**src/hdl/tmcg_pkg.sv**
```systemverilog
// Shared constants, codes and types for the text-mode character generator.
// No dependencies; every other file refers to this package by scoped names.
package tmcg_pkg;

    // Screen geometry
    localparam int TEXT_COLUMNS = 64;
    localparam int TEXT_ROWS    = 16;
    localparam int GLYPH_LINES  = 16;

    localparam int GLYPH_STRIDE_W = 4;     // glyphs sit 16 bytes apart
    localparam int CODE_W         = 7;     // displayed part of a character code
    localparam int GLYPH_BYTES    = 2048;
    localparam int GLYPH_AW       = 11;
    localparam logic [2:0] LEFT_IDX = 3'd7; // MSB is the leftmost pixel

    localparam int CHAR_CELLS = TEXT_COLUMNS * TEXT_ROWS;
    localparam int CELL_W     = (CHAR_CELLS > 1) ? $clog2(CHAR_CELLS) : 1;
    localparam int COL_W      = (TEXT_COLUMNS > 1) ? $clog2(TEXT_COLUMNS) : 1;
    localparam int ROW_W      = (TEXT_ROWS > 1) ? $clog2(TEXT_ROWS) : 1;
    localparam int LINE_W     = $clog2(GLYPH_LINES);
    localparam int SCREEN_H   = TEXT_ROWS * GLYPH_LINES;
    localparam int SY_W       = $clog2(SCREEN_H);

    // Clear pass covers the larger of the two stores
    localparam int CLR_N = (CHAR_CELLS > GLYPH_BYTES) ? CHAR_CELLS : GLYPH_BYTES;
    localparam int CLR_W = $clog2(CLR_N);

    // Result queue
    localparam int FIFO_DEPTH = 4;
    localparam int FIFO_AW    = 2;
    localparam int FIFO_CW    = 3;
    localparam int CREDIT_W   = 4;

    // Field widths
    localparam int ACTION_W  = 2;
    localparam int ADDRESS_W = 11;
    localparam int DATA_W    = 8;
    localparam int PIX_X_W   = 9;
    localparam int PIX_Y_W   = 8;

    // Action codes
    localparam logic [ACTION_W-1:0] ACT_CHAR_WR  = 2'd0;
    localparam logic [ACTION_W-1:0] ACT_GLYPH_WR = 2'd1;
    localparam logic [ACTION_W-1:0] ACT_TICK     = 2'd2;

    typedef struct packed {
        logic [CELL_W-1:0]  cell_idx;
        logic [LINE_W-1:0]  line;
        logic [2:0]         bit_idx;
        logic [PIX_X_W-1:0] x;
        logic [PIX_Y_W-1:0] y;
        logic               last;
    } t_scan_pos;

    typedef struct packed {
        logic               on;
        logic [PIX_X_W-1:0] x;
        logic [PIX_Y_W-1:0] y;
        logic               last;
    } t_pixel;

    typedef struct packed {
        logic busy;
        logic s1_valid;
        logic s2_valid;
    } t_pipe_status;

endpackage

```
**src/hdl/tmcg_pix_fifo.sv**
```systemverilog
// Small result queue that decouples the lookup pipeline from the output handshake.
// Depends on tmcg_pkg.
module tmcg_pix_fifo (
    input  logic                          i_clk,
    input  logic                          i_rst_n,
    input  logic                          i_push,
    input  tmcg_pkg::t_pixel              i_pix,
    input  logic                          i_pop,
    output logic                          o_valid,
    output tmcg_pkg::t_pixel              o_pix,
    output logic [tmcg_pkg::FIFO_CW-1:0]  o_count
);
    tmcg_pkg::t_pixel               r_mem [tmcg_pkg::FIFO_DEPTH];
    logic [tmcg_pkg::FIFO_AW-1:0]   r_wr, r_rd;
    logic [tmcg_pkg::FIFO_CW-1:0]   r_count;
    logic                           do_pop;

    assign do_pop = i_pop && (r_count != '0);

    always_ff @(posedge i_clk) begin
        if (!i_rst_n) begin
            r_wr    <= '0;
            r_rd    <= '0;
            r_count <= '0;
        end else begin
            if (i_push) begin
                r_wr <= r_wr + 1'b1;
            end
            if (do_pop) begin
                r_rd <= r_rd + 1'b1;
            end
            unique case ({i_push, do_pop})
                2'b10:   r_count <= r_count + 1'b1;
                2'b01:   r_count <= r_count - 1'b1;
                default: r_count <= r_count;
            endcase
        end
    end

    always_ff @(posedge i_clk) begin
        if (i_push) begin
            r_mem[r_wr] <= i_pix;
        end
    end

    assign o_valid = (r_count != '0);
    assign o_pix   = r_mem[r_rd];
    assign o_count = r_count;

    a_no_overflow: assert property (@(posedge i_clk) disable iff (!i_rst_n)
        i_push |-> (r_count != tmcg_pkg::FIFO_CW'(tmcg_pkg::FIFO_DEPTH)))
        else $error("result queue overflow");
endmodule

```
**config.mk**
```make
export PLATFORM = sky130hd
export DESIGN_NAME = tmcg_pix_fifo
export DESIGN_NICKNAME = d
export VERILOG_FILES = /design/src/hdl/tmcg_pkg.sv /design/src/hdl/tmcg_pix_fifo.sv
export SDC_FILE = /design/constraint.sdc
export NUM_CORES = 1
export LEC_CHECK = 0
export ABC_CLOCK_PERIOD_IN_PS = 3500
export BUFFER_PORTS_ARGS = -buffer_cell sky130_fd_sc_hd__clkbuf_2
export CAP_MARGIN = 20
export CORE_ASPECT_RATIO = 1.1
export CORE_UTILIZATION = 45
export DETAILED_ROUTE_END_ITERATION = 16
export PLACE_DENSITY = 0.61
export SYNTH_ARGS = -nofsm -noshare
export SYNTH_HDL_FRONTEND = slang
export SYNTH_SLANG_ARGS = --single-unit
```
**constraint.sdc**
```tcl
create_clock -name i_clk -period 3.5 [get_ports i_clk]
set_clock_uncertainty 0.15 [all_clocks]
set_input_delay 0.7 -clock i_clk [delete_from_list [all_inputs] [get_ports i_clk]]
set_output_delay 0.7 -clock i_clk [all_outputs]
set_load 0.005 [all_outputs]
```
==> impl_results.rst <==
.. list-table::
   :header-rows: 1

   * - Metric
     - Value
   * - Die Area
     - 7550 sq um
   * - Post-synthesis cell type with the largest combined area
     - sky130_fd_sc_hd__edfxtp_1
   * - Number of hold buffers added after cts
     - 0
   * - Worst setup path class
     - register to output pin
   * - Count of cells along the worst register-to-register path
     - 7
   * - Share of the synthesized area in the top cell type
     - 0.703
   * - Number of max-cap violations
     - 0
   * - Average vias per placed instance
     - 5.22
   * - Total clock sinks
     - 85
   * - Maximum fanout along the worst path
     - 19
   * - Overall power after layout
     - 2.36 mW
   * - Fraction of the cycle the final worst path needs
     - 0.756
   * - Final critical-path setup slack
     - 854 ps
   * - Utilization after layout
     - 0.534
   * - Synthesized flop and latch total
     - 85
   * - Post-synth design cell area
     - 3240 sq um
   * - Share of synthesized area occupied by flip-flops and latches
     - 0.759
   * - Number of global-route vias before repair
     - 1615
   * - Post-place setup slack
     - 1030 ps
   * - Pin count of the biggest net entering global routing
     - 20
   * - IO Pins
     - 46
   * - Total count of max-transition violations in the final report
     - 0
   * - Data arrival time of the critical path
     - 1800 ps
   * - TritonRoute pass-1 iters
     - 4
   * - Fmax
     - 378 MHz
   * - Nets
     - 227
   * - Worst path required time
     - 2650 ps
   * - Type of origin of the critical path
     - register
   * - Hold Path Cell Cnt
     - 2
   * - Worst r2r src
     - o_count[1]
   * - Hold violation count in the final report
     - 0
   * - Minimum clock period
     - 2650 ps
   * - Inserted Clock Buffers
     - 9
   * - Diode count
     - 0
   * - Peak supply drop
     - 357 uV
   * - GRT Util Overall
     - 0.150
   * - Initial Util
     - 0.463
   * - Total negative slack
     - 0 ps
   * - Total routed wirelength
     - 5.10 mm
   * - Detailed-route via count
     - 1498
   * - Post-CTS setup repair buffer count
     - 0
   * - Cell at the root of the clock tree
     - sky130_fd_sc_hd__clkbuf_8
   * - Met2 wire length
     - 2.71 mm
   * - Area added between synthesis and finish
     - 15.4%
   * - DRC violations left
     - 0
   * - Ys Warns
     - 0
   * - Cells taking the most area after synthesis
     - sky130_fd_sc_hd__edfxtp_1 (70%), sky130_fd_sc_hd__mux4_1 (7.3%), sky130_fd_sc_hd__mux4_2 (6.9%), sky130_fd_sc_hd__dfxtp_1 (5.6%), sky130_fd_sc_hd__ha_1 (1.9%)
   * - Synth Area per Inst
     - 22.4 sq um
   * - CTS tree
     - done
   * - Wire length of the first global-routing pass
     - 8.29 mm
   * - Post-Synthesis Net Count
     - 174
   * - Worst min-delay path class
     - register to register
   * - Initial antenna violation count
     - 0
   * - Final count of negative-setup-slack endpoints
     - 0
   * - Leakage Power
     - 1.32 nW
   * - WL met1
     - 2.08 mm
   * - RSZ-0062 raised after global routing
     - false
   * - Global route total overflow
     - 0
   * - Cells after Synth
     - 145
   * - DR top layer
     - met4
   * - Gpl congestion
     - 0.664
   * - Source-to-sink clock delay at the later pin of the worst-skew pair
     - 340 ps
   * - Number of H-tree branching levels
     - 3
   * - Power per cell area
     - 631 nW/um^2
   * - Die boundary height
     - 91.1 um
   * - Quantity of gates resized following cts
     - 0
   * - Row Count
     - 32
   * - Core outline area
     - 7010 sq um
   * - Detailed route wirelength on metal3
     - 166 um
   * - Quantity of I/O buffers inserted on ports
     - 45
   * - Kind of end point of the critical path
     - output pin
   * - Maximum root-to-sink buffer count
     - 2
   * - Clock Pin Slew Worst Setup and Hold Paths
     - 70 ps
   * - Worst relative slew slack
     - 0.326
   * - DR iter-0 viols
     - 103
   * - Post-detail-place hpwl
     - 3.19 mm
   * - Fraction of final layout cells with drive strength greater than 1
     - 0.347
   * - Post-synthesis cell type count
     - 21
   * - Die width
     - 83.0 um
   * - Outcome
     - finished, final reports clean
   * - Count of antenna-violating nets left after detailed routing
     - 0
   * - Transition time at the pin with the least slew margin
     - 1010 ps
   * - Min-Delay Startpoint
     - o_count[2]
   * - Detail-routed net length per standard cell
     - 17.8 um
## power breakdown
part / switching, mW / total (mW) / internal, mW / leakage [nW]
clock: 0.314 / 0.705 / 0.392 / 0.106
sequential: 0.0473 / 1.22 / 1.18 / 0.772
combinational: 0.195 / 0.435 / 0.239 / 0.442
## Yosys cell counts, drive strengths merged
cell	count
xor2	2
o21ai	2
mux4	19
ha	5
mux2i	1
fa	1
edfxtp	76
inv	6
and2	8
o311ai	1
dfxtp	9
buf	4
nor2b	3
nand2	1
xnor2	3
a21boi	1
or3	2
o31a	1
## placed cells by master (no fill, tap or decap), types with 5 or more instances in the layout
cell                       Yosys  layout
sky130_fd_sc_hd__dfxtp_1       9       9
sky130_fd_sc_hd__edfxtp_1     76      76
sky130_fd_sc_hd__ha_1          5       5
sky130_fd_sc_hd__clkbuf_2      0      45
sky130_fd_sc_hd__clkbuf_8      0       9
sky130_fd_sc_hd__inv_1         6       6
sky130_fd_sc_hd__mux4_1        9       9
sky130_fd_sc_hd__mux4_2       10      10
sky130_fd_sc_hd__and2_1        8       8
## critical path, stage by stage, from the launching register on
cell and delay (ps):
sky130_fd_sc_hd__dfxtp_1 900, sky130_fd_sc_hd__mux4_2 430, sky130_fd_sc_hd__clkbuf_2 130
## worst paths after layout
path / slack [ps] / endpoint
setup / recovery: 850 / o_pix[11]
hold / removal: 410 / o_count[2]
hold reg to reg: 410 / o_count[2]
setup reg to reg: 1360 / o_count[2]
## registers in the layout (all words and copies together) (netlist names), named ones only
register / cells
o_count: 3
r_rd: 2
r_mem: 76
r_wr: 2
## stage by stage
stage	area, sq um	cells	hold slack, ps
after floorplan	3240	145	362
after global placement	3540	272	356
after detailed placement	3540	272	394
after CTS	3740	287	409
after global routing	3740	287	417
final	3740	287	405
## per-layer routing
metal	up-vias	GRT usage
met1	767	0.176
met5	-	0
li1	691	-
met4	0	0.0977
met3	10	0.0327
met2	30	0.249
## area by class of cell
cell class | instances | area (sq um)
fill | 535 | 3260
sequential | 85 | 2460
multi-input combinational | 50 | 718
timing repair buffer | 46 | 233
clock buffer | 9 | 124
tap | 85 | 106
clock inverter | 6 | 78.8
inverter | 6 | 22.5
## cell families after synthesis
group,count (synthesis),synth area share
flip-flops,85,0.759
multiplexers,20,0.145
AND/OR/NAND/NOR,14,0.0262
buffers and inverters,10,0.0197
adder cells (fa/ha/maj),6,0.0255
AO/OA/AOI/OAI,5,0.0108
XOR/XNOR,5,0.0135
Power figures use the tool's default switching activity.
