`src/hdl/tmcg_pkg.sv`:
```
// Shared constants, codes and types for the text-mode character generator.
// No dependencies; every other file refers to this package by scoped names.
package tmcg_pkg;

    // Screen geometry
    localparam int TEXT_COLUMNS = 64;
    localparam int TEXT_ROWS    = 16;
    localparam int GLYPH_LINES  = 16;

    localparam int GLYPH_STRIDE_W = 4;     // glyphs sit 16 bytes apart
    localparam int CODE_W         = 7;     // displayed part of a character code
    localparam int GLYPH_BYTES    = 2048;
    localparam int GLYPH_AW       = 11;
    localparam logic [2:0] LEFT_IDX = 3'd7; // MSB is the leftmost pixel

    localparam int CHAR_CELLS = TEXT_COLUMNS * TEXT_ROWS;
    localparam int CELL_W     = (CHAR_CELLS > 1) ? $clog2(CHAR_CELLS) : 1;
    localparam int COL_W      = (TEXT_COLUMNS > 1) ? $clog2(TEXT_COLUMNS) : 1;
    localparam int ROW_W      = (TEXT_ROWS > 1) ? $clog2(TEXT_ROWS) : 1;
    localparam int LINE_W     = $clog2(GLYPH_LINES);
    localparam int SCREEN_H   = TEXT_ROWS * GLYPH_LINES;
    localparam int SY_W       = $clog2(SCREEN_H);

    // Clear pass covers the larger of the two stores
    localparam int CLR_N = (CHAR_CELLS > GLYPH_BYTES) ? CHAR_CELLS : GLYPH_BYTES;
    localparam int CLR_W = $clog2(CLR_N);

    // Result queue
    localparam int FIFO_DEPTH = 4;
    localparam int FIFO_AW    = 2;
    localparam int FIFO_CW    = 3;
    localparam int CREDIT_W   = 4;

    // Field widths
    localparam int ACTION_W  = 2;
    localparam int ADDRESS_W = 11;
    localparam int DATA_W    = 8;
    localparam int PIX_X_W   = 9;
    localparam int PIX_Y_W   = 8;

    // Action codes
    localparam logic [ACTION_W-1:0] ACT_CHAR_WR  = 2'd0;
    localparam logic [ACTION_W-1:0] ACT_GLYPH_WR = 2'd1;
    localparam logic [ACTION_W-1:0] ACT_TICK     = 2'd2;

    typedef struct packed {
        logic [CELL_W-1:0]  cell_idx;
        logic [LINE_W-1:0]  line;
        logic [2:0]         bit_idx;
        logic [PIX_X_W-1:0] x;
        logic [PIX_Y_W-1:0] y;
        logic               last;
    } t_scan_pos;

    typedef struct packed {
        logic               on;
        logic [PIX_X_W-1:0] x;
        logic [PIX_Y_W-1:0] y;
        logic               last;
    } t_pixel;

    typedef struct packed {
        logic busy;
        logic s1_valid;
        logic s2_valid;
    } t_pipe_status;

endpackage

```
`src/hdl/tmcg_scan.sv`:
```
// Raster scan counters: bit, column, glyph line, row and line number.
// Depends on tmcg_pkg.
module tmcg_scan (
    input  logic                i_clk,
    input  logic                i_rst_n,
    input  logic                i_advance,
    output tmcg_pkg::t_scan_pos o_pos
);
    logic [2:0]                     r_bit, n_bit;
    logic [tmcg_pkg::COL_W-1:0]     r_col, n_col;
    logic [tmcg_pkg::LINE_W-1:0]    r_line, n_line;
    logic [tmcg_pkg::ROW_W-1:0]     r_row, n_row;
    logic [tmcg_pkg::SY_W-1:0]      r_y, n_y;
    logic                           end_bit, end_col, end_line, end_row;
    logic [31:0]                    x_full, y_full, cell_full;

    assign end_bit  = (r_bit == tmcg_pkg::LEFT_IDX);
    assign end_col  = (r_col == tmcg_pkg::COL_W'(tmcg_pkg::TEXT_COLUMNS - 1));
    assign end_line = (r_line == tmcg_pkg::LINE_W'(tmcg_pkg::GLYPH_LINES - 1));
    assign end_row  = (r_row == tmcg_pkg::ROW_W'(tmcg_pkg::TEXT_ROWS - 1));

    always_comb begin
        n_bit  = r_bit;
        n_col  = r_col;
        n_line = r_line;
        n_row  = r_row;
        n_y    = r_y;
        if (i_advance) begin
            if (!end_bit) begin
                n_bit = r_bit + 3'd1;
            end else begin
                n_bit = '0;
                if (!end_col) begin
                    n_col = r_col + 1'b1;
                end else begin
                    n_col = '0;
                    if (end_line && end_row) begin
                        n_line = '0;
                        n_row  = '0;
                        n_y    = '0;
                    end else if (end_line) begin
                        n_line = '0;
                        n_row  = r_row + 1'b1;
                        n_y    = r_y + 1'b1;
                    end else begin
                        n_line = r_line + 1'b1;
                        n_y    = r_y + 1'b1;
                    end
                end
            end
        end
    end

    always_ff @(posedge i_clk) begin
        if (!i_rst_n) begin
            r_bit  <= '0;
            r_col  <= '0;
            r_line <= '0;
            r_row  <= '0;
            r_y    <= '0;
        end else begin
            r_bit  <= n_bit;
            r_col  <= n_col;
            r_line <= n_line;
            r_row  <= n_row;
            r_y    <= n_y;
        end
    end

    // Coordinates are reported masked to the field widths
    assign x_full    = 32'({r_col, r_bit});
    assign y_full    = 32'(r_y);
    assign cell_full = 32'(r_row) * tmcg_pkg::TEXT_COLUMNS + 32'(r_col);

    assign o_pos.cell_idx = cell_full[tmcg_pkg::CELL_W-1:0];
    assign o_pos.line     = r_line;
    assign o_pos.bit_idx  = r_bit;
    assign o_pos.x        = x_full[tmcg_pkg::PIX_X_W-1:0];
    assign o_pos.y        = y_full[tmcg_pkg::PIX_Y_W-1:0];
    assign o_pos.last     = end_bit && end_col && end_line && end_row;

    a_wrap: assert property (@(posedge i_clk) disable iff (!i_rst_n)
        (i_advance && o_pos.last) |=> (r_bit == '0 && r_col == '0 && r_line == '0
                                       && r_row == '0 && r_y == '0))
        else $error("scan did not wrap after the last pixel");
endmodule

```
`config.mk`:
```
export PLATFORM = sky130hd
export DESIGN_NAME = tmcg_scan
export DESIGN_NICKNAME = d
export VERILOG_FILES = /design/src/hdl/tmcg_pkg.sv /design/src/hdl/tmcg_scan.sv
export SDC_FILE = /design/constraint.sdc
export NUM_CORES = 1
export LEC_CHECK = 0
export BUFFER_PORTS_ARGS = -buffer_cell sky130_fd_sc_hd__buf_2
export CELL_PAD_IN_SITES_DETAIL_PLACEMENT = 1
export CELL_PAD_IN_SITES_GLOBAL_PLACEMENT = 1
export CORE_MARGIN = 3
export CORE_UTILIZATION = 35
export CTS_BUF_LIST = sky130_fd_sc_hd__clkbuf_16
export CTS_CLUSTER_DIAMETER = 100
export DETAILED_ROUTE_END_ITERATION = 12
export PLACE_DENSITY_LB_ADDON = 0.1
export SETUP_SLACK_MARGIN = 0.4
export SLEW_MARGIN = 25
export SYNTH_ARGS = -nofsm -noshare
export SYNTH_HDL_FRONTEND = slang
export SYNTH_SLANG_ARGS = --single-unit
```
`constraint.sdc`:
```
create_clock -name i_clk -period 2.05 [get_ports i_clk]
set_input_delay 0.3075 -clock i_clk [delete_from_list [all_inputs] [get_ports i_clk]]
set_output_delay 0.3075 -clock i_clk [all_outputs]
set_load 0.01 [all_outputs]
```
==> flow_summary.yaml <==
synthesis:
  ys_seq_area_share_pct: 36.53
  synthArstFlopShare_pct: 0
  ys_types: 44
  synth_edf_count: 0
  syn-mean-instance-area_um2: 9.581
  ys_ff_latch: 25
  synth_area_um2: 1370
  synthCells: 143
  synth_nets: 152
  yosys_warnings: 0
  ys.flop_type: "dfxtp_1"
finish:
  diodes: 0
  mostFrequentLayoutCells: "37 x buf_2, 13 x nand2_1, 13 x dfxtp_1"
  final_net_count: 194
  drive_above_1_share_pct: 47.83
  instances_no_fill: 232
  mostFrequentLayoutCell: "buf_2"
  postLayoutCellArea_um2: 1861
  synthToLayoutAreaGrowth_pct: 35.80
routing:
  num_vias: 1226
  vias_per_cell: 5.284
  wl_um: 3681
  drt_first_pass_iters: 4
  drc: 0
  dr.first_iter.drc_count: 51
  drtAntennaViolNets: 0
  wl_per_cell_um: 15.87
critical_path:
  required_ns: 1.74
  worstSetupPathType: "flop to primary output"
  cp_data_arrival_time_ns: 1.32
  setup.worst_path.end_class: "primary output"
  critPathLaunch: "r_line[0]"
  rr_worst_depth: 7
  cp_cell_sequence: "ha_4, nand3_2, nor2_4, and3_1, buf_2"
  cp.depth: 5
  r2r-end: "r_y[6]"
  path_delay_family: "simple AND/OR/NAND/NOR gates"
  critPathMaxStageDelay_ns: 0.37
  cp_max_fo: 2
  worstSetupStartpointType: "flop"
  slowest_stage: "dfxtp_2"
  r2r_setup_slack_ns: 0.44
  critPathCapture: "o_pos[0]"
  timing.rr.start: "r_line[1]"
  worst-path-buf-inv: 1
grt:
  grtUsageTotal_pct: 17.10
  gr-total-overflow: 0
  grt_pass1_vias: 1277
  antenna_found_initial: 0
  grt_max_degree: 31
  grt_pass1_wl_um: 6099
die:
  rows: 22
  start_util_pct: 36.87
  dieArea_um2: 4701
  ios: 38
  die_w_um: 68.57
  die_y_um: 68.57
  core_area_um2: 3716
place:
  dp_cells: 215
  place_area_um2: 1544
  hpwl_um: 2475
  io_buffers: 37
  gp_congestion: 0.7367
power:
  p_sw_share_pct: 21.66
  irDropWorstVdd_mv: 0.2876
  p_leak_nw: 0.8304
  internal_power_mw: 0.7707
  p_clk_share_pct: 44.8
  switching_power_mw: 0.2131
  seq_power_share_pct: 50.0
  combPwrFrac_pct: 5.1
  power_density_nw_per_um2: 528.8
  totalPowerFinal_mw: 0.9838
clocking:
  cts_tree: "done"
  clk_latency_ns: 0.26
  cts_buffers: 3
  clk_pin_slew_ns: 0.07
  clkSinkCount: 25
  h-tree-depth: 1
  cts_hold_buf: 0
  root_buffer: "clkbuf_16"
  clock_path_buffers: 2
timing:
  rsz0062_at_grt: "true"
  final.setup_skew_ns: 0.006329
  min_period_ns: 1.631
  final_max_slew_viol_count: 0
  period_share_pct: 79.56
  fmax_mhz: 613.1
  tightest_slew_ns: 0.4446
  final_hold_viol_count: 0
  fin_setup_tns_ns: 0
  slew_headroom_pct: 70.36
  setup_viol: 0
hold_path:
  holdPathStages: 3
  hold_path.class: "primary input to flop"
job:
  cap_violations: 0
status:
  status: "completed"
## cell usage after synthesis (2+ instances only)
| library cell | number | area (um2) |
|---|---|---|
| a21boi_0 | 3 | 22.52 |
| a21boi_1 | 2 | 15.01 |
| a31o_1 | 4 | 35.03 |
| a31oi_1 | 3 | 18.77 |
| a41o_1 | 2 | 20.02 |
| and2_1 | 6 | 37.54 |
| and3_1 | 8 | 50.05 |
| and3_2 | 2 | 15.01 |
| and4b_1 | 4 | 40.04 |
| buf_4 | 10 | 75.07 |
| clkbuf_1 | 3 | 11.26 |
| dfxtp_1 | 25 | 500.5 |
| ha_1 | 6 | 75.07 |
| mux2i_1 | 3 | 30.03 |
| nand2_1 | 14 | 52.55 |
| nand3_1 | 6 | 30.03 |
| nor2b_1 | 6 | 37.54 |
| o211a_1 | 2 | 20.02 |
| o21ai_0 | 4 | 20.02 |
| xnor2_1 | 6 | 52.55 |
## cells by family (layout without fill, tap and decap cells)
| group | Yosys count | count (layout) | synth area share (%) |
|---|---|---|---|
| adder cells (fa/ha/maj) | 6 | 6 | 5.479 |
| AO/OA/AOI/OAI | 29 | 29 | 17.08 |
| buffers and inverters | 14 | 55 | 6.666 |
| multiplexers | 3 | 3 | 2.192 |
| flip-flops | 25 | 25 | 36.53 |
| AND/OR/NAND/NOR | 60 | 60 | 28.22 |
| XOR/XNOR | 6 | 6 | 3.836 |
## registers in the layout, indices dropped and copies added (netlist names)
name	count
r_bit	3
r_col	6
r_line	4
r_row	4
r_y	8
## power groups by stage
| stage | sequential (mW) | combinational [mW] | clock [mW] |
|---|---|---|---|
| floorplan | 0.510 | 0.0306 | 0 |
| global placement | 0.508 | 0.0407 | 0 |
| detailed placement | 0.509 | 0.0427 | 0 |
| CTS | 0.496 | 0.0466 | 0.456 |
| global route | 0.493 | 0.0566 | 0.476 |
| finish | 0.492 | 0.0506 | 0.441 |
## repair_timing
action,4_1_cts,5_1_grt
pin swaps,6,9
gates resized for setup,22,14
buffers inserted,8,5
endpoints found under the setup margin,15,12
## worst reg2reg max path: cells and delay by family, from the launching register on
family	cells	cell delay, ns
fa+ha+maj	1	0.16
compound gates	3	0.57
flops	1	0.36
simple gates	1	0.19
buf+inv	2	0.27
## stage by stage
step | worst slack, ns | util, % | hold slack (ns)
after floorplan | 0.4144 | - | 0.4701
after global placement | 0.3263 | 41.55 | 0.4820
after detailed placement | 0.2296 | 41.55 | 0.4974
after CTS | 0.3776 | 46.94 | 0.4744
after global routing | 0.3652 | 50.07 | 0.4969
final | 0.4189 | 50.07 | 0.4787
## routing by layer
metal / share of wire, % / GRT usage, %
met3: 3.5 / 2.917
met4: 0.92 / 5.211
met1: 44 / 21.87
met2: 51 / 29.08
met5: 0 / 0
## worst min-delay path by stage
stage | startpoint | endpoint
finish | i_advance | r_bit[2]
detailed placement | r_row[1] | r_row[1]
floorplan | i_rst_n | r_row[3]
CTS | i_advance | r_bit[2]
global placement | r_row[0] | r_row[0]
global route | i_advance | r_bit[1]
## layout make-up
class | instances | area [um2]
clock inverters | 1 | 3.754
repair buffers | 51 | 314.1
fillers | 433 | 1856
well taps | 48 | 60.06
clock buffers | 3 | 75.07
multi-input cells | 104 | 879.6
flip-flops and latches | 25 | 528.0
No activity file was read; power rests on OpenSTA's default activity.
